**config.mk**
```make
export PLATFORM = sky130hd
export DESIGN_NAME = padded_number_to_ascii
export DESIGN_NICKNAME = d
export VERILOG_FILES = /design/src/rtl/pna_pkg.sv /design/src/rtl/pna_bcd.sv /design/src/rtl/padded_number_to_ascii.sv
export SDC_FILE = /design/constraint.sdc
export NUM_CORES = 1
export LEC_CHECK = 0
export ABC_AREA = 1
export CAP_MARGIN = 15
export CORE_MARGIN = 2
export CORE_UTILIZATION = 60
export CTS_BUF_LIST = sky130_fd_sc_hd__clkbuf_4 sky130_fd_sc_hd__clkbuf_8
export DETAILED_ROUTE_END_ITERATION = 12
export DONT_BUFFER_PORTS = 1
export PLACE_DENSITY = 0.84
export SLEW_MARGIN = 20
export SYNTH_ARGS = -nofsm -noshare
export SYNTH_HDL_FRONTEND = slang
export SYNTH_HIERARCHICAL = 1
export SYNTH_SLANG_ARGS = --single-unit
export TNS_END_PERCENT = 5
```
**constraint.sdc**
```tcl
create_clock -name clk -period 7 [get_ports clk]
set_input_delay 1.4 -clock clk [delete_from_list [all_inputs] [get_ports clk]]
set_output_delay 1.4 -clock clk [all_outputs]
set_load 0.005 [all_outputs]
```
**src/rtl/pna_pkg.sv**
```systemverilog
// Package for the padded number to ASCII block: sizes, mode codes, ASCII
// constants and the controller state type. Depends on nothing.
package pna_pkg;

    localparam int VALUE_BITS  = 64;
    localparam int WIDTH_LIMIT = 63;
    // Decimal digits needed for VALUE_BITS bits (log10(2) ~ 0.30103).
    localparam int BCD_DIGITS  = (VALUE_BITS * 30103) / 100000 + 1;
    localparam int BCD_BITS    = 4 * BCD_DIGITS;
    localparam int PTR_DIGITS  = (VALUE_BITS + 3) / 4;
    localparam int HEX_DIGITS  = 8;
    localparam int CNT_W       = $clog2(VALUE_BITS + 1);
    localparam int REM_W       = $clog2(BCD_DIGITS + 1);
    localparam int LEN_W       = 7;

    localparam logic [2:0] MODE_SDEC = 3'd0;
    localparam logic [2:0] MODE_UDEC = 3'd1;
    localparam logic [2:0] MODE_LHEX = 3'd2;
    localparam logic [2:0] MODE_UHEX = 3'd3;
    localparam logic [2:0] MODE_PTR  = 3'd4;

    localparam logic [7:0] CH_ZERO  = 8'h30;
    localparam logic [7:0] CH_SPACE = 8'h20;
    localparam logic [7:0] CH_MINUS = 8'h2d;
    localparam logic [7:0] CH_LX    = 8'h78;
    localparam logic [7:0] CH_UX    = 8'h58;
    localparam logic [7:0] CH_LA    = 8'h61;
    localparam logic [7:0] CH_UA    = 8'h41;

    typedef enum logic [2:0] {
        ST_IDLE,
        ST_CONV,
        ST_SCAN,
        ST_SETUP,
        ST_EMIT
    } state_t;

endpackage

```
**src/rtl/pna_bcd.sv**
```systemverilog
// Bit-serial binary to BCD converter (shift and add three), one bit per cycle.
// Depends on pna_pkg.
module pna_bcd (
    input  logic                           clk,
    input  logic                           rst_n,
    input  logic                           load,
    input  logic [pna_pkg::VALUE_BITS-1:0] bin,
    output logic                           busy,
    output logic [pna_pkg::BCD_BITS-1:0]   bcd
);
    import pna_pkg::*;

    logic [VALUE_BITS-1:0] bin_reg, bin_next;
    logic [BCD_BITS-1:0]   bcd_reg, bcd_next;
    logic [BCD_BITS-1:0]   adj;
    logic [CNT_W-1:0]      cnt_reg, cnt_next;
    logic                  busy_reg, busy_next;

    // Every digit of five or more is corrected before the shift.
    always_comb
    begin
        for (int i = 0; i < BCD_DIGITS; i++)
        begin
            adj[4*i +: 4] = (bcd_reg[4*i +: 4] >= 4'd5) ? bcd_reg[4*i +: 4] + 4'd3
                                                        : bcd_reg[4*i +: 4];
        end
    end

    always_comb
    begin
        bin_next  = bin_reg;
        bcd_next  = bcd_reg;
        cnt_next  = cnt_reg;
        busy_next = busy_reg;
        if (load)
        begin
            bin_next  = bin;
            bcd_next  = '0;
            cnt_next  = '0;
            busy_next = 1'b1;
        end
        else if (busy_reg)
        begin
            {bcd_next, bin_next} = {adj[BCD_BITS-2:0], bin_reg, 1'b0};
            cnt_next = cnt_reg + 1'b1;
            if (cnt_reg == CNT_W'(VALUE_BITS - 1))
            begin
                busy_next = 1'b0;
            end
        end
    end

    always_ff @(posedge clk or negedge rst_n)
    begin
        if (!rst_n)
        begin
            busy_reg <= 1'b0;
            cnt_reg  <= '0;
        end
        else
        begin
            busy_reg <= busy_next;
            cnt_reg  <= cnt_next;
        end
    end

    always_ff @(posedge clk)
    begin
        bin_reg <= bin_next;
        bcd_reg <= bcd_next;
    end

    assign busy = busy_reg;
    assign bcd  = bcd_reg;

endmodule

```
**src/rtl/padded_number_to_ascii.sv**
```systemverilog
// Top level of the padded number to ASCII formatter.
// Depends on pna_pkg and pna_bcd.
//
// Usage: an item is transferred when start is high and busy is low. The
// fields give the mode, the 64-bit value and the formatting options. The
// block then emits one ASCII character per cycle on char_out, marked by
// strobe, with last high on the final character. When nothing can be
// emitted, one strobe carries empty_res and last with char_out zero.
// Steps: decimal modes wait on the serial BCD converter, which shifts in one
// bit per cycle, then scan past leading zero digits and pass a setup state
// before the first character; hex and pointer modes skip the converter but
// still scan and set up. Characters then follow one per cycle until the
// item's character count is reached.
// busy stays high from the transfer until the cycle after the last strobe.
// The receiver cannot stall: every strobe is a transfer. Reset returns the
// controller to idle; no item is in flight afterwards.
module padded_number_to_ascii (
    input  logic        clk,
    input  logic        rst_n,
    input  logic        start,
    output logic        busy,
    input  logic [2:0]  mode,
    input  logic [63:0] value,
    input  logic [5:0]  field_width,
    input  logic        zero_pad,
    input  logic        left_align,
    input  logic        add_prefix,
    input  logic [11:0] space_left,
    output logic        strobe,
    output logic [7:0]  char_out,
    output logic        last,
    output logic        empty_res
);
    import pna_pkg::*;

    state_t state_reg, state_next;

    logic [2:0]          mode_reg, mode_next;
    logic                neg_reg, neg_next;
    logic [5:0]          w_reg, w_next;
    logic                zp_reg, zp_next;
    logic                la_reg, la_next;
    logic                pre_reg, pre_next;
    logic [11:0]         room_reg, room_next;
    logic [BCD_BITS-1:0] dig_reg, dig_next;
    logic [REM_W-1:0]    rem_reg, rem_next;
    logic [LEN_W-1:0]    b1_reg, b1_next, b2_reg, b2_next, b3_reg, b3_next;
    logic [LEN_W-1:0]    b4_reg, b4_next, b5_reg, b5_next;
    logic [LEN_W-1:0]    n_reg, n_next, pos_reg, pos_next;
    logic                empty_reg, empty_next;
    logic [7:0]          padc_reg, padc_next;

    logic                  accept;
    logic [VALUE_BITS-1:0] vmask, mag;
    logic                  in_neg;
    logic                  bcd_busy;
    logic [BCD_BITS-1:0]   bcd;

    logic                  is_dec, is_hex, is_ptr, upper, sgn;
    logic [5:0]            w_sat;
    logic [LEN_W-1:0]      nd, pre_len, base, pad, pad_a, pad_b, pad_c;
    logic [LEN_W-1:0]      s_b1, s_b2, s_b3, s_b4, s_b5, s_len;
    logic [3:0]            top;
    logic [7:0]            dig_char;
    logic                  in_digits;

    assign accept = start && (state_reg == ST_IDLE);
    assign vmask  = value[VALUE_BITS-1:0];
    assign in_neg = (mode == MODE_SDEC) && vmask[VALUE_BITS-1];
    assign mag    = in_neg ? (~vmask + 1'b1) : vmask;

    pna_bcd u_bcd (
        .clk   (clk),
        .rst_n (rst_n),
        .load  (accept && (mode == MODE_SDEC || mode == MODE_UDEC)),
        .bin   (mag),
        .busy  (bcd_busy),
        .bcd   (bcd)
    );

    // Layout of the text: prefix, pad A, sign, zero pad, digits, trailing pad.
    always_comb
    begin
        is_dec  = (mode_reg == MODE_SDEC) || (mode_reg == MODE_UDEC);
        is_hex  = (mode_reg == MODE_LHEX) || (mode_reg == MODE_UHEX);
        is_ptr  = (mode_reg == MODE_PTR);
        upper   = (mode_reg == MODE_UHEX);
        sgn     = is_dec && neg_reg;
        w_sat   = (w_reg > 6'(WIDTH_LIMIT)) ? 6'(WIDTH_LIMIT) : w_reg;
        nd      = (is_dec || is_hex || is_ptr) ? LEN_W'(rem_reg) : '0;
        pre_len = ((is_hex && pre_reg) || is_ptr) ? LEN_W'(2) : '0;
        base    = nd + pre_len + LEN_W'(sgn);
        pad     = (LEN_W'(w_sat) > base) ? LEN_W'(w_sat) - base : '0;
        pad_a   = ((is_dec && !la_reg && !zp_reg) || is_hex) ? pad : '0;
        pad_b   = (is_dec && !la_reg && zp_reg) ? pad : '0;
        pad_c   = (is_dec && la_reg) ? pad : '0;
        s_b1    = pre_len;
        s_b2    = s_b1 + pad_a;
        s_b3    = s_b2 + LEN_W'(sgn);
        s_b4    = s_b3 + pad_b;
        s_b5    = s_b4 + nd;
        s_len   = s_b5 + pad_c;
    end

    assign top       = dig_reg[BCD_BITS-1 -: 4];
    assign dig_char  = (top < 4'd10) ? CH_ZERO + 8'(top)
                                     : (upper ? CH_UA : CH_LA) + 8'(top - 4'd10);
    assign in_digits = (pos_reg >= b4_reg) && (pos_reg < b5_reg);

    // Next state.
    always_comb
    begin
        state_next = state_reg;
        case (state_reg)
            ST_IDLE:
            begin
                if (start)
                begin
                    if (mode == MODE_SDEC || mode == MODE_UDEC)
                    begin
                        state_next = ST_CONV;
                    end
                    else if (mode == MODE_LHEX || mode == MODE_UHEX || mode == MODE_PTR)
                    begin
                        state_next = ST_SCAN;
                    end
                    else
                    begin
                        state_next = ST_SETUP;
                    end
                end
            end
            ST_CONV:
            begin
                if (!bcd_busy)
                begin
                    state_next = ST_SCAN;
                end
            end
            ST_SCAN:
            begin
                if (!(top == 4'd0 && rem_reg > REM_W'(1)))
                begin
                    state_next = ST_SETUP;
                end
            end
            ST_SETUP:
            begin
                state_next = ST_EMIT;
            end
            ST_EMIT:
            begin
                if (empty_reg || (pos_reg + 1'b1 == n_reg))
                begin
                    state_next = ST_IDLE;
                end
            end
            default:
            begin
                state_next = ST_IDLE;
            end
        endcase
    end

    // Datapath registers.
    always_comb
    begin
        mode_next  = mode_reg;
        neg_next   = neg_reg;
        w_next     = w_reg;
        zp_next    = zp_reg;
        la_next    = la_reg;
        pre_next   = pre_reg;
        room_next  = room_reg;
        dig_next   = dig_reg;
        rem_next   = rem_reg;
        b1_next    = b1_reg;
        b2_next    = b2_reg;
        b3_next    = b3_reg;
        b4_next    = b4_reg;
        b5_next    = b5_reg;
        n_next     = n_reg;
        pos_next   = pos_reg;
        empty_next = empty_reg;
        padc_next  = padc_reg;
        case (state_reg)
            ST_IDLE:
            begin
                if (start)
                begin
                    mode_next = mode;
                    neg_next  = in_neg;
                    w_next    = field_width;
                    zp_next   = zero_pad;
                    la_next   = left_align;
                    pre_next  = add_prefix;
                    room_next = space_left;
                    rem_next  = REM_W'(1);
                    if (mode == MODE_PTR)
                    begin
                        dig_next = BCD_BITS'(vmask) << (BCD_BITS - 4 * PTR_DIGITS);
                        rem_next = REM_W'(PTR_DIGITS);
                    end
                    else
                    begin
                        dig_next = BCD_BITS'(value[31:0]) << (BCD_BITS - 4 * HEX_DIGITS);
                        rem_next = REM_W'(HEX_DIGITS);
                    end
                end
            end
            ST_CONV:
            begin
                dig_next = bcd;
                rem_next = REM_W'(BCD_DIGITS);
            end
            ST_SCAN:
            begin
                if (top == 4'd0 && rem_reg > REM_W'(1))
                begin
                    dig_next = dig_reg << 4;
                    rem_next = rem_reg - 1'b1;
                end
            end
            ST_SETUP:
            begin
                b1_next    = s_b1;
                b2_next    = s_b2;
                b3_next    = s_b3;
                b4_next    = s_b4;
                b5_next    = s_b5;
                n_next     = (12'(s_len) < room_reg) ? s_len : LEN_W'(room_reg);
                empty_next = (s_len == '0) || (room_reg == '0)
                             || (sgn && 12'(s_b2) >= room_reg);
                padc_next  = (is_hex && zp_reg) ? CH_ZERO : CH_SPACE;
                pos_next   = '0;
            end
            ST_EMIT:
            begin
                pos_next = pos_reg + 1'b1;
                if (in_digits)
                begin
                    dig_next = dig_reg << 4;
                end
            end
            default:
            begin
            end
        endcase
    end

    // Outputs.
    always_comb
    begin
        strobe    = (state_reg == ST_EMIT);
        busy      = (state_reg != ST_IDLE);
        empty_res = strobe && empty_reg;
        last      = strobe && (empty_reg || (pos_reg + 1'b1 == n_reg));
        if (!strobe || empty_reg)
        begin
            char_out = 8'd0;
        end
        else if (pos_reg < b1_reg)
        begin
            char_out = !pos_reg[0] ? CH_ZERO : (upper ? CH_UX : CH_LX);
        end
        else if (pos_reg < b2_reg)
        begin
            char_out = padc_reg;
        end
        else if (pos_reg < b3_reg)
        begin
            char_out = CH_MINUS;
        end
        else if (pos_reg < b4_reg)
        begin
            char_out = CH_ZERO;
        end
        else if (in_digits)
        begin
            char_out = dig_char;
        end
        else
        begin
            char_out = CH_SPACE;
        end
    end

    always_ff @(posedge clk or negedge rst_n)
    begin
        if (!rst_n)
        begin
            state_reg <= ST_IDLE;
        end
        else
        begin
            state_reg <= state_next;
        end
    end

    always_ff @(posedge clk)
    begin
        mode_reg  <= mode_next;
        neg_reg   <= neg_next;
        w_reg     <= w_next;
        zp_reg    <= zp_next;
        la_reg    <= la_next;
        pre_reg   <= pre_next;
        room_reg  <= room_next;
        dig_reg   <= dig_next;
        rem_reg   <= rem_next;
        b1_reg    <= b1_next;
        b2_reg    <= b2_next;
        b3_reg    <= b3_next;
        b4_reg    <= b4_next;
        b5_reg    <= b5_next;
        n_reg     <= n_next;
        pos_reg   <= pos_next;
        empty_reg <= empty_next;
        padc_reg  <= padc_next;
    end

    // The transfer that ends an item frees the block in the next cycle.
    assert property (@(posedge clk) disable iff (!rst_n) (strobe && last) |=> !busy)
        else $error("block still busy after the last character");

    // An empty result is the only result of its item and carries no character.
    assert property (@(posedge clk) disable iff (!rst_n)
        empty_res |-> (last && char_out == 8'd0))
        else $error("empty result carries a character or is not last");

    // Characters never run past the room the item allowed.
    assert property (@(posedge clk) disable iff (!rst_n)
        (strobe && !empty_res) |-> (12'(pos_reg) < room_reg))
        else $error("character emitted beyond the available space");

    // A transfer always starts work on the next cycle.
    assert property (@(posedge clk) disable iff (!rst_n) (start && !busy) |=> busy)
        else $error("accepted item did not make the block busy");

endmodule

```
==> results of run 1 <==
-- cells in the final DEF (no fill, tap or decap), drive strengths merged, types with 80 or more instances in the layout --
| cell | Yosys | layout |
|---|---|---|
| nand2 | 703 | 703 |
| inv | 291 | 295 |
| edfxtp | 219 | 219 |
| clkbuf | 53 | 82 |
| nor2 | 144 | 144 |
| nand3 | 176 | 176 |
| ha | 119 | 119 |
| dfxtp | 80 | 80 |
| o21ai | 226 | 226 |
-- power by group through the flow --
stage,clock network [mW],registers (mW),logic [mW]
2_1_floorplan,0,3.47,2.95
3_3_place_gp,0,3.54,3.86
3_5_place_dp,0,3.57,4.06
4_1_cts,1.84,3.54,4.14
5_1_grt,1.92,3.63,4.95
6_report,1.82,3.55,4.45
-- metal layers --
layer,GRT usage (%),vias up,part of all wire [%]
li1,-,8146,-
met1,41.92,8084,39
met2,48.20,945,45
met3,7.389,170,12
met4,11.01,4,3.4
met5,0,-,0.045
-- cell type report --
class	count	area (um^2)
tap	402	503.0
sequential	310	8453
inverter	292	1099
clock inverter	16	186.4
multi-input combinational	1727	9789
timing repair buffer	73	555.5
fill	2400	10050
clock buffer	82	1003
-- what timing repair did --
item / 4_1_cts / 5_1_grt
resized for setup: 9 / 55
pin swaps: 10 / 38
cloned: 0 / 1
buffers inserted: 4 / 7
endpoints found under the setup margin: 7 / 7
-- cells by family after synthesis --
family,after synthesis
simple gates,1115
xor+xnor,97
fa+ha+maj,122
flops,310
buf+inv,376
compound gates,393
-- final timing paths --
| path | endpoint | slack [ps] | depth (start not counted) |
|---|---|---|---|
| min | u_bcd/bcd[0]$_SDFFE_PP0P_ | 470 | 2 |
| max in group asynchronous | u_bcd/cnt_reg[4]$_DFFE_PN0P_ | 6400 | 0 |
| min in group asynchronous | state_reg[2]$_DFFE_PN0P_ | 480 | 0 |
| max | n_reg[3]$_DFFE_PP_ | -100 | 41 |
| max reg2reg | n_reg[3]$_DFFE_PP_ | -100 | 41 |
| min reg2reg | u_bcd/bcd[0]$_SDFFE_PP0P_ | 470 | 2 |
-- stage by stage --
step,setup slack [ps],setup TNS [ps],utilization [%],power [mW]
floorplan,-61.38,-167.7,-,6.413
global placement,-109.9,-698.9,63.24,7.406
detailed placement,-403.7,-2716,63.24,7.628
CTS,-196.8,-1265,67.25,9.524
global route,-453.9,-3130,68.24,10.50
finish,-96.39,-607.8,68.24,9.820
-- critical path, delay by kind of cell (launching register included) --
kind                       cells  cell delay, ps
AOI/OAI and AO/OA              9            1680
adders and majority gates      7            1940
xor gates and xnor gates       4             660
and+or+nand+nor               15            1480
DFF                            1             410
buffers and inverters          6             640
==> impl_summary.txt, run 1 <==
----------------------------------------------------
[Timing]
  Transition at the pin with the smallest max-transition slack ... 1087 ps
  Setup slack of the critical path after layout ... -96.39 ps
  Hold WS ... 465.3 ps
  Count of pins over their slew limit ... 0
  Tightest slew margin relative to the limit ... 27.45%
  Maximum clock frequency ... 0.1409 GHz
  Unrepaired setup endpoints after global routing ... yes
  Setup violations, final ... 7
  Setup clock skew after layout ... 50.09 ps
  Fin crit period ... 7096 ps
  Final critical-path share of the clock period ... 101.4%
  Final hold violations ... 0

[Logic synthesis]
  Number of standard cells after synthesis ... 2413
  Post-synth top cells ... 691 x sky130_fd_sc_hd__nand2_1, 281 x sky130_fd_sc_hd__inv_1, 219 x sky130_fd_sc_hd__edfxtp_1
  Number of enable flip-flop cells after synthesis ... 219
  Area leader, netlist ... sky130_fd_sc_hd__edfxtp_1
  Largest family of logic cells by synthesized area ... simple AND/OR/NAND/NOR gates
  Post-synthesis compound-gate area fraction ... 11.67%
  Most used standard cell by instance count after synthesis ... sky130_fd_sc_hd__nand2_1
  Count of yosys warnings during synthesis ... 6
  Net count after synthesis ... 2626
  Most common flop cell mapped by yosys ... sky130_fd_sc_hd__edfxtp_1
  Fraction of the mapped netlist area in simple logic gates ... 24.69%
  Fraction of registers with async set or reset after synthesis ... 3.548%
  Yosys cell types ... 62
  Total of flip-flops plus latches after synthesis ... 310
  Cells taking the most area after synthesis ... sky130_fd_sc_hd__edfxtp_1 34%, sky130_fd_sc_hd__nand2_1 13%, sky130_fd_sc_hd__dfxtp_1 8.3%
  Synthesized area divided by synthesized cell count ... 8.026 um^2
  Post-Syn Area ... 19370 um^2
  Share of the synthesized area in the top cell type ... 33.96%
  Fraction of the yosys area taken by sequential cells ... 43.65%
  Arithmetic-cell share of the synthesized area counting full adders, half adders and majority gates ... 7.998%
  Fraction of synthesized cell area in xor and xnor cells ... 4.387%
  Post-synthesis mux area share ... 0%

[Run]
  Max capacitance violation total ... 0

[Placed design]
  Port-buffer cells ... 0
  Placed instance count ... 2792
  Sum of net half-perimeters after detailed placement ... 36790 um
  Routability congestion estimate from global placement ... 0.9575
  Cell area after placement ... 20010 um^2

[Floorplanning]
  Die ar. ... 33730 um^2
  Std-Cell Core Area ... 31640 um^2
  Initial core utilization ... 61.22%
  Io pins ... 103
  Die Height ... 183.7 um
  Die X-Extent ... 183.7 um
  Num rows ... 65

[Critical path]
  Critical-path cell with the highest stage delay ... sky130_fd_sc_hd__edfxtp_1
  Setup crit end kind ... register
  Most frequent cell on the critical path ... sky130_fd_sc_hd__ha_4
  Launching element of the worst setup path ... mode_reg[1]$_DFFE_PP_
  Largest stage delay on the critical path ... 410 ps
  WS Path Type ... reg2reg
  Critical register-to-register path startpoint ... mode_reg[1]$_DFFE_PP_
  WP data required ... 7350 ps
  Data arrival at the endpoint of the critical path ... 7440 ps
  Element type at the critical path start ... register
  Worst-path maximum fanout ... 5

[CTS]
  Worst-Skew Late Latency ... 620 ps
  Inserted Clock Buffers ... 52
  TritonCTS clock tree ... built
  CTS H-tree depth ... 2
  Clock transition at the register clock pins on the worst setup and hold paths after CTS ... 60 ps
  Clock Tree Root ... sky130_fd_sc_hd__clkbuf_8
  Hold Buf Count CTS ... 0
  Clock buffer depth ... 3
  Number of sinks on the clock net ... 310

[Final layout]
  Final cell count without fillers ... 2902
  Layout cells sized above 1 ... 11.48%
  Final nets ... 2669
  Final std cell area, no fill ... 21590 um^2
  Synthesis-to-layout area growth ... 11.47%
  Antenna Diode Count ... 0

[Status]
  Outcome ... complete, but fails checks
  Failing checks ... negative setup slack

[Routing]
  Residual DRC count ... 0
  Via total after detailed routing ... 17349
  Number of design-rule violations left by the first detailed-router iteration ... 2023
  WL final ... 53190 um
  Avg WL per Cell ... 18.33 um
  1st-pass router iterations ... 6
  Post-DRT Antenna Nets ... 0
  Via density per instance ... 5.978

[Pwr]
  Portion of total power attributed to combinational logic ... 45.3%
  Leakage dissipation ... 10.03 nW
  Power density of the placed cells ... 454.9 nW/um^2
  Fraction of power consumed by sequential logic ... 36.2%
  Worst supply voltage drop on vdd ... 343.8 uV
  Switching power ... 4.052 mW
  Clock power share ... 18.5%
  Switch share ... 41.26%
  Pint ... 5.768 mW

[GRT]
  Remaining Overflow, GRT ... 0
  Antenna violations before repair ... 2
  Pin count of the biggest net entering global routing ... 81
  Global Route Usage Sum ... 30.80%
  Via count of the first global-routing pass ... 16366
  Global-route wire length before repair ... 83140 um

[Worst hold path]
  Worst Hold Launch ... u_bcd/bin_reg[63]$_DFFE_PP_
  Hold Path Class ... reg2reg

----------------------------------------------------
Power figures use the tool's default switching activity.
==> run 2, diff against run 1 <==
- CELL_PAD_IN_SITES_DETAIL_PLACEMENT: default -> 1
- CELL_PAD_IN_SITES_GLOBAL_PLACEMENT: default -> 2
- CORE_UTILIZATION: 60 -> 36
- PLACE_DENSITY: 0.84 -> 0.83
==> run 2 against run 1 <==
  * The run still ends with negative setup slack left
  * Power increased by 4.8%
  * Sequential share of layout area shrank 1.4 points
  * Global-route usage is 8.5 points lower
  * Clock power grew 3%
  * Routed wire length up 20%
==> impl_summary.txt, run 2 (synthesis results as in run 1) <==
----------------------------------------------------
[Status]
  Outcome ... complete, but fails checks
  Failing checks ... negative setup slack

[Timing]
  Transition at the pin with the smallest max-transition slack ... 997.0 ps (-89.59 ps)
  Fin crit period ... 7043 ps (-53.50 ps)
  Tightest slew margin relative to the limit ... 33.43% (+6.0 points)
  Final critical-path share of the clock period ... 100.6% (-0.76 points)
  Setup slack of the critical path after layout ... -42.89 ps (+53.50 ps)
  Unrepaired setup endpoints after global routing ... yes
  Count of pins over their slew limit ... 0 (unchanged)
  Final hold violations ... 0 (unchanged)
  Setup clock skew after layout ... 54.27 ps (+4.185 ps)
  Maximum clock frequency ... 0.1420 GHz (+0.76%)
  Setup violations, final ... 7 (unchanged)

[Critical path]
  Critical register-to-register path startpoint ... mode_reg[1]$_DFFE_PP_
  Most frequent cell on the critical path ... sky130_fd_sc_hd__ha_1
  Launching element of the worst setup path ... mode_reg[1]$_DFFE_PP_
  Worst Reg-to-Reg Cells ... 40 (-2.4%)
  End point of the critical path ... n_reg[2]$_DFFE_PP_
  WS Path Type ... reg2reg
  Worst-path maximum fanout ... 5 (unchanged)
  Setup crit end kind ... register
  Data arrival at the endpoint of the critical path ... 7470 ps (+30 ps)
  Critical-path cell with the highest stage delay ... sky130_fd_sc_hd__edfxtp_1
  Largest stage delay on the critical path ... 420 ps (about the same)
  WP data required ... 7420 ps (+70 ps)
  Crit Reg-Reg Endpoint ... n_reg[2]$_DFFE_PP_
  Minimum setup slack among reg-to-reg paths ... -40 ps (+50 ps)
  Element type at the critical path start ... register

[Routing]
  Number of design-rule violations left by the first detailed-router iteration ... 1108 (-45%)
  1st-pass router iterations ... 5 (-1)
  WL final ... 63790 um (+20%)
  Via density per instance ... 5.286 (-12%)
  Residual DRC count ... 0 (unchanged)
  Post-DRT Antenna Nets ... 0 (unchanged)
  Via total after detailed routing ... 17107 (-1.4%)
  Avg WL per Cell ... 19.71 um (+7.5%)

[Final layout]
  Final std cell area, no fill ... 22380 um^2 (+3.7%)
  Sequential cell area ... 8453 um^2 (unchanged)
  Most frequent standard cell in the layout excluding fill and tap cells ... sky130_fd_sc_hd__nand2_1
  Final core utilization ... 41.84% (-26 points)
  Synthesis-to-layout area growth ... 15.57%
  Most frequent cells in the layout ... 678 x sky130_fd_sc_hd__nand2_1, 275 x sky130_fd_sc_hd__inv_1, 219 x sky130_fd_sc_hd__edfxtp_1, 203 x sky130_fd_sc_hd__o21ai_0, 166 x sky130_fd_sc_hd__nand3_1
  Antenna Diode Count ... 0 (unchanged)
  Layout cells sized above 1 ... 13.54% (+2.1 points)
  Final cell count without fillers ... 3236 (+12%)
  Final nets ... 2704 (+1.3%)
  Combined area of the multi-input logic cells ... 9948 um^2 (+1.6%)
  Fill cell instance count of the final layout ... 6473 (+170%)

[CTS]
  Number of sinks on the clock net ... 310 (unchanged)
  Clock transition at the register clock pins on the worst setup and hold paths after CTS ... 60 ps (about the same)
  TritonCTS clock tree ... built
  Worst-Skew Late Latency ... 700 ps (+80 ps)
  Clock Tree Root ... sky130_fd_sc_hd__clkbuf_8
  Clock buffer depth ... 3 (unchanged)
  Hold Buf Count CTS ... 0 (unchanged)
  CTS H-tree depth ... 2 (unchanged)
  Inserted Clock Buffers ... 58 (+12%)

[Floorplanning]
  Die ar. ... 55670 um^2 (+65%)
  Initial core utilization ... 36.20% (-25 points)
  Num rows ... 85 (+31%)
  Die X-Extent ... 235.9 um (+28%)
  Io pins ... 103 (unchanged)
  Std-Cell Core Area ... 53500 um^2 (+69%)
  Die Height ... 235.9 um (+28%)

[Worst hold path]
  Hold Path Class ... in2async

[GRT]
  Global-route wire length before repair ... 98930 um (+19%)
  Via count of the first global-routing pass ... 17589 (+7.5%)
  Pin count of the biggest net entering global routing ... 81 (unchanged)
  Global Route Usage Sum ... 22.29% (-8.5 points)
  Remaining Overflow, GRT ... 0 (unchanged)
  Antenna violations before repair ... 3 (+1)

[Pwr]
  Clock power share ... 18.3% (-0.2 points)
  Switch share ... 42.56% (+1.3 points)
  Leakage dissipation ... 10.22 nW (+2.0%)
  Pint ... 5.912 mW (+2.5%)
  Post-layout total power ... 10.29 mW (+4.8%)
  Worst supply voltage drop on vdd ... 315.7 uV (-8.2%)
  Switching power ... 4.381 mW (+8.1%)
  Power density of the placed cells ... 459.9 nW/um^2 (+1.1%)
  Fraction of power consumed by sequential logic ... 34.6% (-1.6 points)
  Portion of total power attributed to combinational logic ... 47.1% (+1.8 points)

[Placed design]
  Cell area after placement ... 20520 um^2 (+2.6%)
  Port-buffer cells ... 0 (unchanged)
  Placed instance count ... 3105 (+11%)
  Sum of net half-perimeters after detailed placement ... 45700 um (+24%)
  Routability congestion estimate from global placement ... 0.9316 (-2.7%)

[Run]
  Max capacitance violation total ... 0 (unchanged)

----------------------------------------------------
## run 2: how the worst min path moves through the flow
stage / from / end / slack [ps] / cells after the start
finish: rst_n / u_bcd/cnt_reg[5]$_DFFE_PN0P_ / 410 / 0
global placement: u_bcd/bcd[15]$_SDFFE_PP0P_ / u_bcd/bcd[15]$_SDFFE_PP0P_ / 470 / 2
global route: rst_n / u_bcd/cnt_reg[5]$_DFFE_PN0P_ / 370 / 0
floorplan: u_bcd/bin_reg[63]$_DFFE_PP_ / u_bcd/bcd[0]$_SDFFE_PP0P_ / 420 / 2
CTS: rst_n / u_bcd/cnt_reg[0]$_DFFE_PN0P_ / 350 / 0
detailed placement: u_bcd/bcd[5]$_SDFFE_PP0P_ / u_bcd/bcd[5]$_SDFFE_PP0P_ / 480 / 2
## run 2: stage by stage
stage          setup TNS, ps  setup WS (ps)  hold slack (ps)
3_5_place_dp           -2880         -427.7            478.3
6_report              -242.9         -42.89            405.5
2_1_floorplan         -167.7         -61.38            421.5
5_1_grt                -2406         -350.5            366.8
4_1_cts                -1281         -193.6            354.0
3_3_place_gp           -1544         -233.9            470.0
## run 2: cell type report
cell class | count | area share [%]
Multi-Input combinational cell | 1727 | 44.45
Clock buffer | 86 | 4.757
Timing Repair Buffer | 102 | 3.455
Tap cell | 696 | 3.891
Sequential cell | 310 | 37.77
Inverter | 292 | 4.919
Clock inverter | 23 | 0.7658
## run 2: power groups by stage
stage | sequential (mW) | clock [mW] | combinational [mW]
after floorplan | 3.47 | 0 | 2.95
after global placement | 3.56 | 0 | 4.20
after detailed placement | 3.59 | 0 | 4.40
after CTS | 3.56 | 1.94 | 4.57
after global routing | 3.65 | 2.02 | 5.45
final | 3.56 | 1.88 | 4.85
## run 2: worst max-delay path: cells and delay by family, from the launching register on
kind | cells | cell delay [ps]
adders and majority gates | 9 | 2470
AOI/OAI and AO/OA | 6 | 1280
and+or+nand+nor | 13 | 1160
xor gates and xnor gates | 4 | 720
buffers and inverters | 8 | 690
DFF | 1 | 420
## run 2: what timing repair did
item,in CTS,in global routing
pin swaps,34,43
gates resized for setup,34,63
cloned,1,0
buffers inserted,15,6
setup endpoints to repair,7,7
## run 2: layer usage
layer | part of all wire (%) | up-vias | global-route usage [%] | wire (um)
met2 | 47 | 344 | 36.53 | 29860
li1 | - | 8218 | - | -
met1 | 46 | 8439 | 30.02 | 29230
met5 | 0.042 | - | 0 | 27
met3 | 4.5 | 102 | 3.803 | 2895
met4 | 2.8 | 4 | 6.871 | 1781
